==> src/design/dhps_pkg.sv <==
`timescale 1ns / 1ps
`default_nettype none
// ----------------------------------------------------------------------------
// dhps_pkg
// Shared types, register map and constants of the dithered hand pixel shader.
// ----------------------------------------------------------------------------
package dhps_pkg;

   // register map
   localparam int REG_IDX_W  = 3;
   localparam int CSR_ADDR_W = REG_IDX_W + 2;
   localparam int CSR_DATA_W = 32;

   localparam logic [REG_IDX_W-1:0] REG_SIN_ALONG  = 3'd0;
   localparam logic [REG_IDX_W-1:0] REG_COS_ALONG  = 3'd1;
   localparam logic [REG_IDX_W-1:0] REG_SIN_ACROSS = 3'd2;
   localparam logic [REG_IDX_W-1:0] REG_COS_ACROSS = 3'd3;
   localparam logic [REG_IDX_W-1:0] REG_INNER_END  = 3'd4;
   localparam logic [REG_IDX_W-1:0] REG_OUTER_END  = 3'd5;
   localparam logic [REG_IDX_W-1:0] REG_HALF_WIDTH = 3'd6;

   // field widths
   localparam int COORD_W  = 9;
   localparam int TRIG_W   = 17;
   localparam int END_W    = 9;
   localparam int HW_W     = 5;
   localparam int SIDE_W   = HW_W + 1;
   localparam int SCALED_W = 26;
   localparam int HW_LIM_W = 22;
   localparam int BAYER_W  = 4;

   // register reset values
   localparam logic signed [TRIG_W-1:0] RST_SIN_ALONG  = 17'sd0;
   localparam logic signed [TRIG_W-1:0] RST_COS_ALONG  = 17'sd65535;
   localparam logic signed [TRIG_W-1:0] RST_SIN_ACROSS = 17'sd65535;
   localparam logic signed [TRIG_W-1:0] RST_COS_ACROSS = 17'sd0;
   localparam logic signed [END_W-1:0]  RST_INNER_END  = 9'sd0;
   localparam logic signed [END_W-1:0]  RST_OUTER_END  = 9'sd0;
   localparam logic [HW_W-1:0]          RST_HALF_WIDTH = 5'd0;

   // grain hash
   localparam logic [31:0] HASH_MUL_X  = 32'd1664525;
   localparam logic [31:0] HASH_MUL_Y  = 32'd22695477;
   localparam int          HASH_SHIFT  = 13;
   localparam int          GRAIN_BITS  = 8;
   localparam int          HASH_W      = HASH_SHIFT + GRAIN_BITS;
   localparam int          GRAIN_LIMIT = 8;

   // full coverage level
   localparam int FULL_COVER = 16;

   localparam logic [BAYER_W-1:0] BAYER [4][4] = '{
      '{4'd0,  4'd8,  4'd2,  4'd10},
      '{4'd12, 4'd4,  4'd14, 4'd6},
      '{4'd3,  4'd11, 4'd1,  4'd9},
      '{4'd15, 4'd7,  4'd13, 4'd5}
   };

   typedef struct packed {
      logic [COORD_W-1:0] px;
      logic [COORD_W-1:0] py;
   } req_type;

   typedef struct packed {
      logic draw;
      logic light_grain;
   } rsp_type;

   typedef struct packed {
      logic signed [TRIG_W-1:0]   sin_along;
      logic signed [TRIG_W-1:0]   cos_along;
      logic signed [TRIG_W-1:0]   sin_across;
      logic signed [TRIG_W-1:0]   cos_across;
      logic signed [SCALED_W-1:0] lo_ts;
      logic signed [SCALED_W-1:0] hi_ts;
      logic [HW_LIM_W-1:0]        hw_lim;
      logic                       side_en;
      logic [HW_W-1:0]            zone;
   } cfg_type;

endpackage
`default_nettype wire

==> src/design/dithered_hand_pixel_shader.sv <==
`timescale 1ns / 1ps
`default_nettype none
// throughput: one request per cycle; a stalled response holds only the
//   stages behind it, bubbles in the pipe keep being filled
// reset: synchronous, clears all stage valid bits and the hand registers
//   to their defaults; pready is always high
// ----------------------------------------------------------------------------
// dithered_hand_pixel_shader
// Per-pixel coverage and 4x4 ordered dither for one anti-aliased clock hand.
// ----------------------------------------------------------------------------
module dithered_hand_pixel_shader #(
   parameter int CENTER     = 130,
   parameter int TRIG_SCALE = 65535,
   parameter int FADE_LEN   = 10,
   parameter int SOLID_HALF = 4
) (
   input  logic                            clock,
   input  logic                            reset,
   input  logic                            req_valid,
   output logic                            req_ready,
   input  dhps_pkg::req_type               req_payload,
   output logic                            rsp_valid,
   input  logic                            rsp_ready,
   output dhps_pkg::rsp_type               rsp_payload,
   input  logic                            psel,
   input  logic                            penable,
   input  logic                            pwrite,
   input  logic [dhps_pkg::CSR_ADDR_W-1:0] paddr,
   input  logic [dhps_pkg::CSR_DATA_W-1:0] pwdata,
   output logic [dhps_pkg::CSR_DATA_W-1:0] prdata,
   output logic                            pready
);
   import dhps_pkg::*;

   localparam int DW  = $clog2((CENTER > 512) ? CENTER : 512) + 1;
   localparam int AW  = DW + TRIG_W + 1;
   localparam int TW  = $clog2(TRIG_SCALE + 1);
   localparam int SLW = SIDE_W + TW;
   localparam int KW  = $clog2(FADE_LEN * TRIG_SCALE + 1);

   cfg_type              cfg;
   logic                 mid_valid, mid_ready;
   logic signed [AW-1:0] mid_along, mid_across;
   logic [SLW-1:0]       mid_side_lim;
   logic [KW-1:0]        mid_kend;
   logic                 mid_light;

   dhps_csr #(
      .TRIG_SCALE (TRIG_SCALE),
      .SOLID_HALF (SOLID_HALF)
   ) u_csr (
      .clock   (clock),
      .reset   (reset),
      .psel    (psel),
      .penable (penable),
      .pwrite  (pwrite),
      .paddr   (paddr),
      .pwdata  (pwdata),
      .prdata  (prdata),
      .pready  (pready),
      .cfg     (cfg)
   );

   dhps_proj #(
      .CENTER     (CENTER),
      .TRIG_SCALE (TRIG_SCALE),
      .FADE_LEN   (FADE_LEN),
      .SOLID_HALF (SOLID_HALF)
   ) u_proj (
      .clock        (clock),
      .reset        (reset),
      .in_valid     (req_valid),
      .in_ready     (req_ready),
      .in_req       (req_payload),
      .cfg          (cfg),
      .out_valid    (mid_valid),
      .out_ready    (mid_ready),
      .out_along    (mid_along),
      .out_across   (mid_across),
      .out_side_lim (mid_side_lim),
      .out_kend     (mid_kend),
      .out_light    (mid_light)
   );

   dhps_cover #(
      .CENTER     (CENTER),
      .TRIG_SCALE (TRIG_SCALE),
      .FADE_LEN   (FADE_LEN)
   ) u_cover (
      .clock       (clock),
      .reset       (reset),
      .in_valid    (mid_valid),
      .in_ready    (mid_ready),
      .in_along    (mid_along),
      .in_across   (mid_across),
      .in_side_lim (mid_side_lim),
      .in_kend     (mid_kend),
      .in_light    (mid_light),
      .cfg         (cfg),
      .out_valid   (rsp_valid),
      .out_ready   (rsp_ready),
      .out_rsp     (rsp_payload)
   );

endmodule
`default_nettype wire

==> src/design/dhps_csr.sv <==
`timescale 1ns / 1ps
`default_nettype none
// ----------------------------------------------------------------------------
// dhps_csr
// Hand registers on the APB-style port, plus the scaled limits derived from them.
// ----------------------------------------------------------------------------
module dhps_csr #(
   parameter int TRIG_SCALE = 65535,
   parameter int SOLID_HALF = 4
) (
   input  logic                                clock,
   input  logic                                reset,
   input  logic                                psel,
   input  logic                                penable,
   input  logic                                pwrite,
   input  logic [dhps_pkg::CSR_ADDR_W-1:0]     paddr,
   input  logic [dhps_pkg::CSR_DATA_W-1:0]     pwdata,
   output logic [dhps_pkg::CSR_DATA_W-1:0]     prdata,
   output logic                                pready,
   output dhps_pkg::cfg_type                   cfg
);
   import dhps_pkg::*;

   logic signed [TRIG_W-1:0]   sin_along_ff, cos_along_ff, sin_across_ff, cos_across_ff;
   logic signed [END_W-1:0]    inner_end_ff, outer_end_ff;
   logic [HW_W-1:0]            half_width_ff;
   logic [REG_IDX_W-1:0]       reg_idx;
   logic                       wr_en;
   logic [SIDE_W-1:0]          hw_p1;

   logic signed [SCALED_W-1:0] lo_ts_in, lo_ts_ff, hi_ts_in, hi_ts_ff;
   logic [HW_LIM_W-1:0]        hw_lim_in, hw_lim_ff;
   logic                       side_en_in, side_en_ff;
   logic [HW_W-1:0]            zone_in, zone_ff;

   assign reg_idx = paddr[CSR_ADDR_W-1:2];
   assign wr_en   = psel & penable & pwrite & pready;
   assign pready  = 1'b1;

   always_ff @(posedge clock) begin
      if (reset) begin
         sin_along_ff  <= RST_SIN_ALONG;
         cos_along_ff  <= RST_COS_ALONG;
         sin_across_ff <= RST_SIN_ACROSS;
         cos_across_ff <= RST_COS_ACROSS;
         inner_end_ff  <= RST_INNER_END;
         outer_end_ff  <= RST_OUTER_END;
         half_width_ff <= RST_HALF_WIDTH;
      end else if (wr_en) begin
         case (reg_idx)
            REG_SIN_ALONG:  sin_along_ff  <= pwdata[TRIG_W-1:0];
            REG_COS_ALONG:  cos_along_ff  <= pwdata[TRIG_W-1:0];
            REG_SIN_ACROSS: sin_across_ff <= pwdata[TRIG_W-1:0];
            REG_COS_ACROSS: cos_across_ff <= pwdata[TRIG_W-1:0];
            REG_INNER_END:  inner_end_ff  <= pwdata[END_W-1:0];
            REG_OUTER_END:  outer_end_ff  <= pwdata[END_W-1:0];
            REG_HALF_WIDTH: half_width_ff <= pwdata[HW_W-1:0];
            default: ;
         endcase
      end
   end

   always_comb begin
      case (reg_idx)
         REG_SIN_ALONG:  prdata = CSR_DATA_W'(sin_along_ff);
         REG_COS_ALONG:  prdata = CSR_DATA_W'(cos_along_ff);
         REG_SIN_ACROSS: prdata = CSR_DATA_W'(sin_across_ff);
         REG_COS_ACROSS: prdata = CSR_DATA_W'(cos_across_ff);
         REG_INNER_END:  prdata = CSR_DATA_W'(inner_end_ff);
         REG_OUTER_END:  prdata = CSR_DATA_W'(outer_end_ff);
         REG_HALF_WIDTH: prdata = CSR_DATA_W'(half_width_ff);
         default:        prdata = '0;
      endcase
   end

   // scaled span ends, width limit and side fade zone
   assign hw_p1      = SIDE_W'(half_width_ff) + SIDE_W'(1);
   assign lo_ts_in   = SCALED_W'(inner_end_ff) * SCALED_W'(TRIG_SCALE);
   assign hi_ts_in   = SCALED_W'(outer_end_ff) * SCALED_W'(TRIG_SCALE);
   assign hw_lim_in  = HW_LIM_W'(hw_p1) * HW_LIM_W'(TRIG_SCALE);
   assign side_en_in = half_width_ff > HW_W'(SOLID_HALF);
   assign zone_in    = half_width_ff - HW_W'(SOLID_HALF);

   always_ff @(posedge clock) begin
      lo_ts_ff   <= lo_ts_in;
      hi_ts_ff   <= hi_ts_in;
      hw_lim_ff  <= hw_lim_in;
      side_en_ff <= side_en_in;
      zone_ff    <= zone_in;
   end

   assign cfg.sin_along  = sin_along_ff;
   assign cfg.cos_along  = cos_along_ff;
   assign cfg.sin_across = sin_across_ff;
   assign cfg.cos_across = cos_across_ff;
   assign cfg.lo_ts      = lo_ts_ff;
   assign cfg.hi_ts      = hi_ts_ff;
   assign cfg.hw_lim     = hw_lim_ff;
   assign cfg.side_en    = side_en_ff;
   assign cfg.zone       = zone_ff;

endmodule
`default_nettype wire

==> src/design/dhps_proj.sv <==
`timescale 1ns / 1ps
`default_nettype none
// ----------------------------------------------------------------------------
// dhps_proj
// Three-stage front end: center offsets, axis projections, fade limits, grain.
// ----------------------------------------------------------------------------
module dhps_proj #(
   parameter int  CENTER     = 130,
   parameter int  TRIG_SCALE = 65535,
   parameter int  FADE_LEN   = 10,
   parameter int  SOLID_HALF = 4,
   localparam int DW  = $clog2((CENTER > 512) ? CENTER : 512) + 1,
   localparam int PW  = DW + dhps_pkg::TRIG_W,
   localparam int AW  = PW + 1,
   localparam int TW  = $clog2(TRIG_SCALE + 1),
   localparam int SLW = dhps_pkg::SIDE_W + TW,
   localparam int KW  = $clog2(FADE_LEN * TRIG_SCALE + 1)
) (
   input  logic                 clock,
   input  logic                 reset,
   input  logic                 in_valid,
   output logic                 in_ready,
   input  dhps_pkg::req_type    in_req,
   input  dhps_pkg::cfg_type    cfg,
   output logic                 out_valid,
   input  logic                 out_ready,
   output logic signed [AW-1:0] out_along,
   output logic signed [AW-1:0] out_across,
   output logic [SLW-1:0]       out_side_lim,
   output logic [KW-1:0]        out_kend,
   output logic                 out_light
);
   import dhps_pkg::*;

   function automatic logic [KW-1:0] kend_ts(int b);
      return KW'((((b + 1) * FADE_LEN + FULL_COVER - 1) / FULL_COVER) * TRIG_SCALE);
   endfunction

   logic [KW-1:0] kend_tab [FULL_COVER];

   for (genvar g = 0; g < FULL_COVER; g++) begin : g_kend
      assign kend_tab[g] = kend_ts(g);
   end

   logic rdy1, rdy2, rdy3;
   logic v1_ff, v2_ff, v3_ff;

   // stage 1
   logic signed [DW-1:0] dx1_in, dy1_in, dx1_ff, dy1_ff;
   logic [BAYER_W-1:0]   bay1_in, bay1_ff;
   logic [HASH_W-1:0]    hx1_in, hy1_in, hx1_ff, hy1_ff;

   // stage 2
   logic signed [PW-1:0] p_sa2_in, p_ca2_in, p_sx2_in, p_cx2_in;
   logic signed [PW-1:0] p_sa2_ff, p_ca2_ff, p_sx2_ff, p_cx2_ff;
   logic [HASH_W-1:0]    hsum;
   logic [GRAIN_BITS-1:0] hmix;
   logic [BAYER_W:0]     fade_wt;
   logic [2*HW_W-1:0]    side_m;
   logic [SIDE_W-1:0]    dside2_in, dside2_ff;
   logic [KW-1:0]        kend2_in, kend2_ff;
   logic                 light2_in, light2_ff;

   // stage 3
   logic signed [AW-1:0] along3_in, across3_in, along3_ff, across3_ff;
   logic [SLW-1:0]       side_lim3_in, side_lim3_ff;
   logic [KW-1:0]        kend3_ff;
   logic                 light3_ff;

   assign rdy3     = !v3_ff || out_ready;
   assign rdy2     = !v2_ff || rdy3;
   assign rdy1     = !v1_ff || rdy2;
   assign in_ready = rdy1;

   always_ff @(posedge clock) begin
      if (reset) begin
         v1_ff <= 1'b0;
         v2_ff <= 1'b0;
         v3_ff <= 1'b0;
      end else begin
         if (rdy1) v1_ff <= in_valid;
         if (rdy2) v2_ff <= v1_ff;
         if (rdy3) v3_ff <= v2_ff;
      end
   end

   // offsets from screen center, dither entry, hash partial products
   assign dx1_in  = $signed(DW'(in_req.px)) - $signed(DW'(CENTER));
   assign dy1_in  = $signed(DW'(in_req.py)) - $signed(DW'(CENTER));
   assign bay1_in = BAYER[in_req.py[1:0]][in_req.px[1:0]];
   assign hx1_in  = HASH_W'(HASH_W'(in_req.px) * HASH_MUL_X[HASH_W-1:0]);
   assign hy1_in  = HASH_W'(HASH_W'(in_req.py) * HASH_MUL_Y[HASH_W-1:0]);

   always_ff @(posedge clock) begin
      if (rdy1) begin
         dx1_ff  <= dx1_in;
         dy1_ff  <= dy1_in;
         bay1_ff <= bay1_in;
         hx1_ff  <= hx1_in;
         hy1_ff  <= hy1_in;
      end
   end

   // projections, side fade bound in pixels, end fade bound, grain bit
   assign p_sa2_in = PW'(dx1_ff) * PW'(cfg.sin_along);
   assign p_ca2_in = PW'(dy1_ff) * PW'(cfg.cos_along);
   assign p_sx2_in = PW'(dx1_ff) * PW'(cfg.sin_across);
   assign p_cx2_in = PW'(dy1_ff) * PW'(cfg.cos_across);

   assign hsum      = hx1_ff + hy1_ff;
   assign hmix      = hsum[GRAIN_BITS-1:0] ^ hsum[HASH_SHIFT +: GRAIN_BITS];
   assign light2_in = hmix < GRAIN_BITS'(GRAIN_LIMIT);

   assign fade_wt   = (BAYER_W + 1)'(FULL_COVER) - (BAYER_W + 1)'(bay1_ff);
   assign side_m    = (2 * HW_W)'(fade_wt) * (2 * HW_W)'(cfg.zone);
   assign dside2_in = SIDE_W'(SOLID_HALF)
                    + SIDE_W'((side_m + (2 * HW_W)'(FULL_COVER - 1)) >> BAYER_W);
   assign kend2_in  = kend_tab[bay1_ff];

   always_ff @(posedge clock) begin
      if (rdy2) begin
         p_sa2_ff  <= p_sa2_in;
         p_ca2_ff  <= p_ca2_in;
         p_sx2_ff  <= p_sx2_in;
         p_cx2_ff  <= p_cx2_in;
         dside2_ff <= dside2_in;
         kend2_ff  <= kend2_in;
         light2_ff <= light2_in;
      end
   end

   // axis distances and scaled side fade bound
   assign along3_in    = AW'(p_sa2_ff) - AW'(p_ca2_ff);
   assign across3_in   = AW'(p_sx2_ff) - AW'(p_cx2_ff);
   assign side_lim3_in = SLW'(dside2_ff) * SLW'(TRIG_SCALE);

   always_ff @(posedge clock) begin
      if (rdy3) begin
         along3_ff    <= along3_in;
         across3_ff   <= across3_in;
         side_lim3_ff <= side_lim3_in;
         kend3_ff     <= kend2_ff;
         light3_ff    <= light2_ff;
      end
   end

   assign out_valid    = v3_ff;
   assign out_along    = along3_ff;
   assign out_across   = across3_ff;
   assign out_side_lim = side_lim3_ff;
   assign out_kend     = kend3_ff;
   assign out_light    = light3_ff;

endmodule
`default_nettype wire

==> src/design/dhps_cover.sv <==
`timescale 1ns / 1ps
`default_nettype none
// ----------------------------------------------------------------------------
// dhps_cover
// Two-stage back end: span and width tests, fade against dither, output register.
// ----------------------------------------------------------------------------
module dhps_cover #(
   parameter int  CENTER     = 130,
   parameter int  TRIG_SCALE = 65535,
   parameter int  FADE_LEN   = 10,
   localparam int DW  = $clog2((CENTER > 512) ? CENTER : 512) + 1,
   localparam int PW  = DW + dhps_pkg::TRIG_W,
   localparam int AW  = PW + 1,
   localparam int CW  = AW + 1,
   localparam int TW  = $clog2(TRIG_SCALE + 1),
   localparam int SLW = dhps_pkg::SIDE_W + TW,
   localparam int KW  = $clog2(FADE_LEN * TRIG_SCALE + 1)
) (
   input  logic                 clock,
   input  logic                 reset,
   input  logic                 in_valid,
   output logic                 in_ready,
   input  logic signed [AW-1:0] in_along,
   input  logic signed [AW-1:0] in_across,
   input  logic [SLW-1:0]       in_side_lim,
   input  logic [KW-1:0]        in_kend,
   input  logic                 in_light,
   input  dhps_pkg::cfg_type    cfg,
   output logic                 out_valid,
   input  logic                 out_ready,
   output dhps_pkg::rsp_type    out_rsp
);
   import dhps_pkg::*;

   logic rdy4, rdy5;
   logic v4_ff, v5_ff;

   logic [AW-1:0]        mag4_in, mag4_ff;
   logic signed [CW-1:0] dtail4_in, dtip4_in, dtail4_ff, dtip4_ff;
   logic [SLW-1:0]       side_lim4_ff;
   logic [KW-1:0]        kend4_ff;
   logic                 light4_ff;

   logic                 in_span, width_ok, side_ok, end_ok, draw_in;
   rsp_type              rsp_in, rsp_ff;

   assign rdy5     = !v5_ff || out_ready;
   assign rdy4     = !v4_ff || rdy5;
   assign in_ready = rdy4;

   always_ff @(posedge clock) begin
      if (reset) begin
         v4_ff <= 1'b0;
         v5_ff <= 1'b0;
      end else begin
         if (rdy4) v4_ff <= in_valid;
         if (rdy5) v5_ff <= v4_ff;
      end
   end

   // magnitude across, distances to both span ends
   assign mag4_in   = in_across[AW-1] ? AW'(-in_across) : AW'(in_across);
   assign dtail4_in = CW'(in_along) - CW'(cfg.lo_ts);
   assign dtip4_in  = CW'(cfg.hi_ts) - CW'(in_along);

   always_ff @(posedge clock) begin
      if (rdy4) begin
         mag4_ff      <= mag4_in;
         dtail4_ff    <= dtail4_in;
         dtip4_ff     <= dtip4_in;
         side_lim4_ff <= in_side_lim;
         kend4_ff     <= in_kend;
         light4_ff    <= in_light;
      end
   end

   // coverage above dither entry, as compares against scaled bounds
   assign in_span  = !dtail4_ff[CW-1] && !dtip4_ff[CW-1];
   assign width_ok = CW'(mag4_ff) < CW'(cfg.hw_lim);
   assign side_ok  = !cfg.side_en || (CW'(mag4_ff) < CW'(side_lim4_ff));
   assign end_ok   = ($unsigned(dtail4_ff) >= CW'(kend4_ff))
                  && ($unsigned(dtip4_ff) >= CW'(kend4_ff));
   assign draw_in  = in_span && width_ok && side_ok && end_ok;

   assign rsp_in.draw        = draw_in;
   assign rsp_in.light_grain = draw_in && light4_ff;

   always_ff @(posedge clock) begin
      if (rdy5) begin
         rsp_ff <= rsp_in;
      end
   end

   assign out_valid = v5_ff;
   assign out_rsp   = rsp_ff;

endmodule
`default_nettype wire

==> config.mk <==
export PLATFORM = sky130hd
export DESIGN_NAME = dithered_hand_pixel_shader
export DESIGN_NICKNAME = d
export VERILOG_FILES = /design/src/design/dhps_pkg.sv /design/src/design/dithered_hand_pixel_shader.sv /design/src/design/dhps_csr.sv /design/src/design/dhps_proj.sv /design/src/design/dhps_cover.sv
export SDC_FILE = /design/constraint.sdc
export NUM_CORES = 2
export LEC_CHECK = 0
export ABC_CLOCK_PERIOD_IN_PS = 11700
export BUFFER_PORTS_ARGS = -buffer_cell sky130_fd_sc_hd__buf_4
export CORE_ASPECT_RATIO = 0.7
export CORE_MARGIN = 2
export CORE_UTILIZATION = 65
export CTS_CLUSTER_DIAMETER = 150
export DETAILED_ROUTE_END_ITERATION = 8
export PLACE_DENSITY = 0.79
export SETUP_SLACK_MARGIN = 0.5
export SLEW_MARGIN = 20
export SYNTH_ARGS = -nofsm -noshare
export SYNTH_HDL_FRONTEND = slang
export SYNTH_SLANG_ARGS = --single-unit
==> constraint.sdc <==
create_clock -name clock -period 11.7 [get_ports clock]
set_input_delay 0.585 -clock clock [delete_from_list [all_inputs] [get_ports clock]]
set_output_delay 0.585 -clock clock [all_outputs]
set_load 0.05 [all_outputs]
==> flow_summary.toml <==
[yosys]
synthTopCellsByCount = "inv_1, ha_1, fa_1, nand2_1, edfxtp_1"
cell_types_occupying_the_most_area_after_synthesis = "fa_1, edfxtp_1, ha_1"
synth_top_family_by_area = "adder cells"
synth.avg_cell_area_sq_um = 9.716
synth_enable_flop_cells = 391
post-synth-top-area-cell = "fa_1"
synth_cells = 6365
ys_async_sr_fraction_pct = 0
synthAdderAreaFrac_pct = 39.24
synthDominantCellAreaShare_pct = 24.08
syn_nets = 7920
yosysUniqueCellTypes = 78
yosys_warnings = 0
ys_ff_latch = 567
yosys.cell_count.top_type = "inv_1"
synth_compound_area_share_pct = 9.173
synth_xor_area_share_pct = 4.943
syn_std_cell_area_sq_um = 61840
multiplexer_share_of_the_synthesized_area_pct = 0.9732
synth_sequential_area_ratio_pct = 24.68
ys_dominant_reg_cell = "edfxtp_1"
synth_simple_gate_area_share_pct = 11.74

[place]
port_buffers = 80
post-dp-hpwl_um = 113800
dp_slack_ns = 4.927
weighted_congestion_reported_at_the_end_of_routability_driven_placement = 0.9150

[timing]
timing.clock.skew_ns = 0.03706
finalWorstSetupSlack_ns = 4.452
worst_pin_slew_ns = 1.163
min_period_over_period_pct = 61.95
fmax_ghz = 0.1380
maxSlewViolCount = 0
rsz0062_at_grt = "false"
final.min_clock_period_ns = 7.248
report.final.setup_viol = 0
setup-tns-final_ns = 0
report.final.hold_viol_count = 0
slew_headroom_pct = 21.45

[setup_path]
timing.reg2reg.setup_slack_ns = 4.45
worst-endpoint-required_ns = 12.16
reg2reg_to = "u_proj.p_ca2_ff[26]"
path_class = "register to register"
cp_common_cell = "fa_1"
timing.critical_path.fanout_max = 26
rr_worst_depth = 20
setup.worst_path.end_class = "register"
critical_path.max_stage_delay_ns = 0.75
path_cells = "buf_4 > nand2_1 > fa_1 > inv_1 > fa_1 > fa_1 > fa_1 > inv_1 > fa_1 > inv_1 > ha_1 > o21ai_0 > a21boi_0 > o31ai_1 > a21boi_0 > a31oi_1 > a31oi_1 > a211o_1 > a21oi_1 > xnor2_1"
path_delay_family = "adder cells"
startpoint_type = "register"
crit_path_top_delay_cell = "a21boi_0"
worstPathBufferInverterCount = 4
cp.arrival_ns = 7.70
r2r-start = "u_proj.dy1_ff[5]"

[layout]
multi_input_comb_area_sq_um = 40900
fraction_of_final_layout_cells_with_drive_strength_greater_than_1_pct = 4.105
nets = 7889
seq_area_sq_um = 15260
area_growth_syn_to_layout_pct = 5.878
fillerInstances = 7027

[global_routing]
grt_pass1_wl_um = 234200
grt_start_max_net_pins = 66
grt_util_all_layers_pct = 30.11
first_global_vias = 44236
gr-total-overflow = 0
antenna_found_initial = 7

[floorplan]
placementRows = 94
die_h_um = 262.1
floorplan.initialDensity_pct = 65.72
design.core.area_sq_um = 94090
die-width_um = 372.7
ioPinCount = 99
design.die.area_sq_um = 97660

[cts]
setup_buffers_after_cts = 0
cts.reportedPaths.clkPinSlew_ns = 0.06
clock_insertion_delay_worst_skew_ns = 0.68
post_cts_sizing_count = 0
tritoncts_num_sinks = 567
number_of_buffers_created_by_cts = 57
cts_hold_repair_buffers = 0
clk_root_buffer_cell = "clkbuf_16"
clk_path_buf_depth = 3
htree_num_levels = 2
clock_tree_from_tritoncts = "built"

[hold_path]
worstHoldPathType = "input port to register"
endpoint_worst_hold = "u_csr.cos_along_ff[14]"
worstHoldPathCells = 2
timing.hold.worst.start = "pwdata[14]"

[detailed_routing]
detail_routed_net_length_per_standard_cell_um = 18.78
drcViolationCount = 0
via_per_inst = 5.745
drt_first_iter_violations = 3923
antenna_violating_nets_post_route = 0
detailedRoute.firstPassIterationCount = 6
vias = 43855
route.final.wire_length_um = 143400

[job]
drv_cap = 0

[pwr]
vdd.ir_drop.worst_uv = 549.0
fin_total_pwr_mw = 17.42
cellPowerDensity_nw_per_um2 = 266.1
total_leakage_power_nw = 32.55

[outcome]
outcome = "complete, no violations"
## area by class of cell
class                           instances  area share (%)
Multi-Input combinational cell       4291           62.46
Antenna cell                            4         0.01529
Inverter                             1300           7.455
Timing Repair Buffer                  117           1.372
Sequential cell                       567           23.31
Clock buffer                           71           2.436
Tap cell                             1248           2.385
Clock inverter                         36          0.5599
## state kept, by name, summed over array words and instances, names as in the netlist, 22 cells and up
signal and flops:
u_cover.dtail4_ff 29, u_cover.dtip4_ff 29, u_cover.mag4_ff 28, u_cover.side_lim4_ff 22
u_csr.hi_ts_ff 26, u_csr.hw_lim_ff 22, u_csr.lo_ts_ff 26, u_proj.out_across 28
u_proj.out_along 28, u_proj.out_side_lim 22, u_proj.p_ca2_ff 27, u_proj.p_cx2_ff 27
u_proj.p_sa2_ff 27, u_proj.p_sx2_ff 27
## how the worst max path moves through the flow
stage	depth (start not counted)	to	start	slack [ns]
detailed placement	20	u_proj.p_ca2_ff[26]	u_proj.dy1_ff[5]	4.93
global placement	18	u_proj.p_sx2_ff[26]	u_proj.dx1_ff[7]	4.99
finish	20	u_proj.p_ca2_ff[26]	u_proj.dy1_ff[5]	4.45
global route	20	u_proj.p_ca2_ff[26]	u_proj.dy1_ff[5]	4.29
CTS	20	u_proj.p_ca2_ff[26]	u_proj.dy1_ff[5]	4.74
floorplan	22	u_proj.p_sx2_ff[25]	u_proj.dx1_ff[3]	5.79
## logic make-up after synthesis
family          count (synthesis)
flops                         567
compound gates                878
buf+inv                      1507
other cells                     1
simple gates                 1512
xor+xnor                      349
mux                            58
fa+ha+maj                    1493
## per-stage QoR
step	area, sq um	util, %	std cells	hold WS [ns]
after global placement	63480	67.46	7522	0.4008
after CTS	65470	69.58	7630	0.1312
after detailed placement	63500	67.49	7523	0.4045
final	65480	69.59	7634	0.1550
after floorplan	61840	-	6365	0.3540
after global routing	65470	69.58	7630	0.1432
## cells in the final DEF, fill, tap and decap left out, types with 13 or more instances in the layout
cell type  count
o21ai_0      165
xnor2_1      273
and2_1       267
nor2b_1       82
or3_1         14
o31ai_1       17
nor3_1        62
a21oi_1      286
nand2_1      566
buf_4        116
o21bai_1      33
dfxtp_1      176
a21o_1       107
o211ai_1      13
clkbuf_16     61
nand2b_1      58
nor4_1        18
a21boi_0      13
edfxtp_1     391
a211oi_1      28
ha_1         749
nand4_1       33
nor2_1       282
nand3_1       54
a211o_1       47
mux2i_1       50
fa_1         744
a31oi_1       23
inv_1       1298
and3_1        28
or2_2         14
o21a_1        39
xor2_1        76
## report_power, final
group | total (mW) | switching (mW) | internal [mW]
sequential | 3.89 | 0.391 | 3.50
combinational | 11.6 | 6.82 | 4.76
clock | 1.94 | 0.875 | 1.07
## per-layer routing
| layer | track usage, % | up-vias | wire length (um) |
|---|---|---|---|
| met5 | 0.4717 | - | 93 |
| met4 | 7.328 | 6 | 3351 |
| li1 | - | 20385 | - |
| met1 | 44.45 | 21455 | 65120 |
| met2 | 45.19 | 1775 | 60430 |
| met3 | 6.950 | 234 | 14360 |
Power figures use the tool's default switching activity.
